$ cat src/rtl/ifsb_pkg.sv
package ifsb_pkg;

    localparam int ANGLE_W   = 16;
    localparam int SPEED_W   = 24;
    localparam int CUR_W     = 16;
    localparam int PHASE_W   = 2;
    localparam int SANG_W    = 27;
    localparam int SSPD_W    = 40;
    localparam int THR_W     = 23;
    localparam int PER_W     = 16;
    localparam int CFG_W     = 23;
    localparam int CFG_IDX_W = 2;
    localparam int K_W       = 17;
    localparam int ACC_W     = 32;
    localparam int DIV_STEPS = 16;
    localparam int MOD_STEPS = 5;
    localparam int CNT_W     = 4;

    localparam logic [CFG_IDX_W-1:0] REG_STARTUP_CURRENT = 2'd0;
    localparam logic [CFG_IDX_W-1:0] REG_START_SPEED     = 2'd1;
    localparam logic [CFG_IDX_W-1:0] REG_END_SPEED       = 2'd2;
    localparam logic [CFG_IDX_W-1:0] REG_STEP_PERIOD     = 2'd3;

    localparam logic [PHASE_W-1:0] PH_OPEN   = 2'd0;
    localparam logic [PHASE_W-1:0] PH_TRANS  = 2'd1;
    localparam logic [PHASE_W-1:0] PH_CLOSED = 2'd2;

    localparam logic [SANG_W-1:0] TWO_PI_Q24      = 27'd105414357;
    localparam logic [4:0]        RAMP_RATE       = 5'd20;
    localparam logic [K_W-1:0]    K_ONE           = 17'h10000;
    localparam logic [PER_W-1:0]  STEP_PERIOD_RST = 16'd839;

    // 2*pi scaled by 2^j, for the wrap reduction
    function automatic logic [ACC_W-1:0] two_pi_shl(input logic [2:0] j);
        return {{(ACC_W-SANG_W){1'b0}}, TWO_PI_Q24} << j;
    endfunction

    typedef struct packed {
        logic             load;
        logic             mul;
        logic             integ;
        logic             iter;
        logic [CNT_W-1:0] idx;
        logic             blend_mul;
        logic             blend_sum;
        logic             commit;
    } ifsb_cmd_t;

    typedef struct packed {
        logic out_full;
    } ifsb_stat_t;

endpackage

$ cat src/rtl/ifsb_ctrl.sv
module ifsb_ctrl
    import ifsb_pkg::*;
(
    input  logic       aclk,
    input  logic       aresetn,
    input  logic       s_valid,
    output logic       s_ready,
    input  logic       m_ready,
    input  ifsb_stat_t stat,
    output ifsb_cmd_t  cmd
);

    typedef enum logic [2:0] {
        ST_IDLE,
        ST_MUL,
        ST_INTEG,
        ST_ITER,
        ST_BMUL,
        ST_BSUM,
        ST_FIN
    } state_t;

    state_t           state_reg;
    logic [CNT_W-1:0] cnt_reg;
    logic             out_free;

    assign s_ready  = (state_reg == ST_IDLE);
    assign out_free = !stat.out_full || m_ready;

    always_comb begin
        cmd           = '0;
        cmd.load      = s_valid && (state_reg == ST_IDLE);
        cmd.mul       = (state_reg == ST_MUL);
        cmd.integ     = (state_reg == ST_INTEG);
        cmd.iter      = (state_reg == ST_ITER);
        cmd.idx       = cnt_reg;
        cmd.blend_mul = (state_reg == ST_BMUL);
        cmd.blend_sum = (state_reg == ST_BSUM);
        cmd.commit    = (state_reg == ST_FIN) && out_free;
    end

    always_ff @(posedge aclk) begin
        if (!aresetn) begin
            state_reg <= ST_IDLE;
            cnt_reg   <= '0;
        end else begin
            case (state_reg)
                ST_IDLE: begin
                    if (s_valid) state_reg <= ST_MUL;
                end
                ST_MUL: begin
                    state_reg <= ST_INTEG;
                end
                ST_INTEG: begin
                    cnt_reg   <= '0;
                    state_reg <= ST_ITER;
                end
                ST_ITER: begin
                    cnt_reg <= cnt_reg + 1'b1;
                    if (cnt_reg == CNT_W'(DIV_STEPS - 1)) state_reg <= ST_BMUL;
                end
                ST_BMUL: begin
                    state_reg <= ST_BSUM;
                end
                ST_BSUM: begin
                    state_reg <= ST_FIN;
                end
                ST_FIN: begin
                    if (out_free) state_reg <= ST_IDLE;
                end
                default: begin
                    state_reg <= ST_IDLE;
                end
            endcase
        end
    end

endmodule

$ cat config.mk
export PLATFORM = sky130hd
export DESIGN_NAME = ifsb_ctrl
export DESIGN_NICKNAME = d
export VERILOG_FILES = /design/src/rtl/ifsb_pkg.sv /design/src/rtl/ifsb_ctrl.sv
export SDC_FILE = /design/constraint.sdc
export NUM_CORES = 1
export LEC_CHECK = 0
export ABC_AREA = 1
export BUFFER_PORTS_ARGS = -buffer_cell sky130_fd_sc_hd__buf_4
export CAP_MARGIN = 5
export CORE_AREA = 2 2 39 41
export CTS_BUF_LIST = sky130_fd_sc_hd__clkbuf_4 sky130_fd_sc_hd__clkbuf_8
export DETAILED_ROUTE_END_ITERATION = 10
export DIE_AREA = 0 0 41 43
export GPL_TIMING_DRIVEN = 0
export PLACE_DENSITY_LB_ADDON = 0.12
export SYNTH_ARGS = -nofsm -noshare
export SYNTH_HDL_FRONTEND = slang
export SYNTH_SLANG_ARGS = --single-unit
$ cat constraint.sdc
create_clock -name aclk -period 1.75 [get_ports aclk]
set_input_delay 0.35 -clock aclk [delete_from_list [all_inputs] [get_ports aclk]]
set_output_delay 0.35 -clock aclk [all_outputs]
set_load 0.005 [all_outputs]
; Word level (Yosys, flattened, before mapping)
; Index checks and enable logic that the tools add are counted.
; W data, S select, Z words.
[op_classes]
n_addsub = 1
n_eq_ne = 10
muxes = 5
n_reduce_logical = 7
[op_table]
columns = op, n
row1 = $pmux W3 S7, 1
row2 = $eq A3 B3 Y1 const B, 3
row3 = $mux W3, 3
row4 = $pmux W4 S2, 1
row5 = $eq A3 B2 Y1 const B, 2
row6 = $add A4 B1 Y4 const B, 1
row7 = $eq A4 B4 Y1 const B, 1
row8 = $ne A2 B2 Y1 const B, 2
row9 = $eq A3 B1 Y1 const B, 1
row10 = $logic_not A3 Y1, 1
row11 = $reduce_and A3 Y1, 1
row12 = $logic_and A1 B1 Y1, 2
row13 = $ne A2 B1 Y1 const B, 1
row14 = $reduce_bool A2 Y1, 1
row15 = $logic_not A1 Y1, 1
row16 = $logic_or A1 B1 Y1, 1
[totals]
regBits = 7
input_bits = 5
output_inout_bits = 12

; Logic depth before layout (Yosys ltp)
[depth]
word_depth = 4
mapped_depth = 7

; Worst setup path before layout
; OpenSTA, ideal clock, no wires.
[synth_path]
path_kind = register -> output
startpoint = register state_reg[0]
endpoint = output port cmd[10] in the netlist's numbering
arrival_time_ps = 762
required_ps = 1400
slack_ps = 638
stages_incl_launch_ff = 5
cell_sequence = dfxtp_1 > clkbuf_2 > nor2_1 > inv_1 > nor3_1
[synth_rtl]
columns = item, line_no
row1 = start: declaration, ifsb_ctrl.sv:23  ; state_t state_reg;
row2 = start signal: assignment, ifsb_ctrl.sv:44  ; state_reg <= ST_IDLE;
row3 = start signal: assignment, ifsb_ctrl.sv:49  ; if (s_valid) state_reg <= ST_MUL;
row4 = start signal: assignment, ifsb_ctrl.sv:52  ; state_reg <= ST_INTEG;
row5 = end: declaration, ifsb_ctrl.sv:10  ; output ifsb_cmd_t cmd

==> results.toml <==
[outcome]
status = "complete, no violations"

[timing]
period_needed_ps = 1540
drv_slew = 0
skew_ps = 0.998
fin_crit_sh = 0.878
final-setup-viol-count = 0
tightest_slew_ps = 233
relSlewSlack = 0.844
max_freq_ghz = 0.651
tns_ps = 0
rsz0062_at_grt = "false"
setup_ws_ps = 214
finalHoldViolations = 0

[power]
internal-power_w = 0.000339
seq_power_share = 0.376
p_comb_frac = 0.298
switching_share = 0.309
p_leak_nw = 0.294
ir_drop_uv = 252
p_per_area_mw_per_mm2 = 843
pwr-share-clk = 0.326
power_switching_w = 0.000152

[routing]
routed_wl_um = 915
dr.pass1.iters = 2
vias_per_cell = 4.57
drtIter0Drc = 2
drc = 0
via_count = 452
wl_per_cell_um = 9.24
final_antenna_net_count = 0

[hold_path]
min_from = "aresetn"
worstHoldEndpoint = "state_reg[0]$_SDFFE_PN0P_"
hp-class = "input pin to register"
whs_path_depth = 3

[clocking]
cts.path.max_buffers = 2
h-tree-depth = 1
cts_resized = 0
clkSinkCount = 7
clk_latency_ps = 250
hold_buffers = 0
cts_setup_buffers = 0
cts_tree = "done"
root_buffer = "clkbuf_4"
clk_pin_slew_ps = 50
cts_buffers = 3

[synthesis]
yosys.area.top_type = "dfxtp_1"
ys_top_cells_by_area = "dfxtp_1 (34%), nand2_1 (11%), nor2_1 (10%)"
seq_area_frac_synth = 0.339
synth.avg_cell_area_um2 = 6.55
syn-num-nets = 69
synth_seq_cells = 7
synth_cells = 63
netlist.area_leader.share = 0.339
yosysWarnings = 0
syn_area_um2 = 413
synth_cell_types = 18

[final_layout]
layout_commonest_cell = "buf_4"
final_cell_mix = "buf_4 (16), nand2_1 (12), nor2_1 (11)"
nets = 90
areaGrowthSynthToFinish_pct = 41.2
diodes = 0
largest_reg_flops = 4
drive_gt1_frac = 0.325

[floorplanning]
dieHeight_um = 43
die-area_mm2 = 0.00176
die_x_um = 41
initial_core_util = 0.298
num_rows = 14
ios = 17
core-area_mm2 = 0.00138

[setup_path]
cp.arrival_ps = 1190
crit_path_end_kind = "output port"
path_cells = "clkbuf_2 > nor2_1 > inv_1 > nor3_1 > buf_4"
r2r_slack_ps = 630
rr_startpoint = "state_reg[0]$_SDFFE_PN0P_"
crit_path_top_delay_cell = "dfxtp_1"
cp-start-kind = "register"
critPathMaxStageDelay_ps = 290
crit_type = "register to output port"
cp_max_fo = 8
cp.required_ps = 1400
r2r_cells = 6
r2r_end = "state_reg[2]$_SDFFE_PN0P_"

[placed_design]
dpl_worst_slack_ps = 466
hpwl_um = 705
port_buffers = 16
routabilityCongestion = 0.775

[global_route]
antenna_found_initial = 0
grt_pass1_vias = 385
overflow = 0
grt_pass1_wl_um = 1590
track_usage = 0.136
grt_max_degree = 9

[flow_run]
max_cap_violations = 0
[worst max path at each step]
| stage | slack (ps) | end | from |
|---|---|---|---|
| floorplan | 640 | cmd[10] | state_reg[0]$_SDFFE_PN0P_ |
| global placement | 480 | cmd[10] | state_reg[0]$_SDFFE_PN0P_ |
| detailed placement | 470 | cmd[10] | state_reg[0]$_SDFFE_PN0P_ |
| CTS | 180 | cmd[10] | state_reg[0]$_SDFFE_PN0P_ |
| global route | 60 | cmd[10] | state_reg[0]$_SDFFE_PN0P_ |
| finish | 210 | cmd[10] | state_reg[0]$_SDFFE_PN0P_ |
[metal layers]
layer  vias up  wire [um]  GRT usage
met5         -          0          0
met4         0         14      0.120
met3         2         49     0.0314
met2        15        405      0.172
met1       194        445      0.180
li1        241          -          -
[power groups by stage]
stage | Clock [W] | Sequential (W) | Combinational (W)
after floorplan | 0 | 0.000186 | 0.0000901
after global placement | 0 | 0.000188 | 0.000148
after detailed placement | 0 | 0.000188 | 0.000149
after CTS | 0.000168 | 0.000185 | 0.000150
after global routing | 0.000182 | 0.000187 | 0.000168
final | 0.000160 | 0.000185 | 0.000146
[metrics by stage]
| step | utilization | hold slack [ps] | power [W] | area [um^2] | instances |
|---|---|---|---|---|---|
| floorplan | - | 448 | 0.000276 | 413 | 63 |
| global placement | 0.400 | 494 | 0.000337 | 553 | 95 |
| detailed placement | 0.400 | 501 | 0.000337 | 553 | 95 |
| CTS | 0.421 | 295 | 0.000503 | 583 | 99 |
| global route | 0.421 | 299 | 0.000537 | 583 | 99 |
| finish | 0.421 | 299 | 0.000491 | 583 | 99 |
[synth_stat cells, drive strengths merged]
library cell / number
nand2: 14
o21ai: 4
inv: 10
nor3: 3
dfxtp: 7
a31oi: 2
clkbuf: 1
a21oi: 3
xnor2: 1
nand3: 4
nor2: 13
ha: 1
[worst max-delay path, delay by kind of cell, from the launching register on]
family        cells  cell delay, ps
buf+inv           3             380
flops             1             290
simple gates      2             280
[kinds of logic after synthesis]
group | share of synthesized area
AO/OA/AOI/OAI | 0.115
XOR/XNOR | 0.0212
adder cells (fa/ha/maj) | 0.0303
buffers and inverters | 0.103
flip-flops | 0.339
AND/OR/NAND/NOR | 0.391
[cell type report]
type / count / area (um^2)
clock buffer: 4 / 30.0
inverter: 10 / 37.5
timing repair buffer: 16 / 120
sequential: 7 / 140
multi-input combinational: 45 / 230
tap: 16 / 20.0
buffer: 1 / 5.00
fill: 156 / 801
No activity file was read; power rests on OpenSTA's default activity.
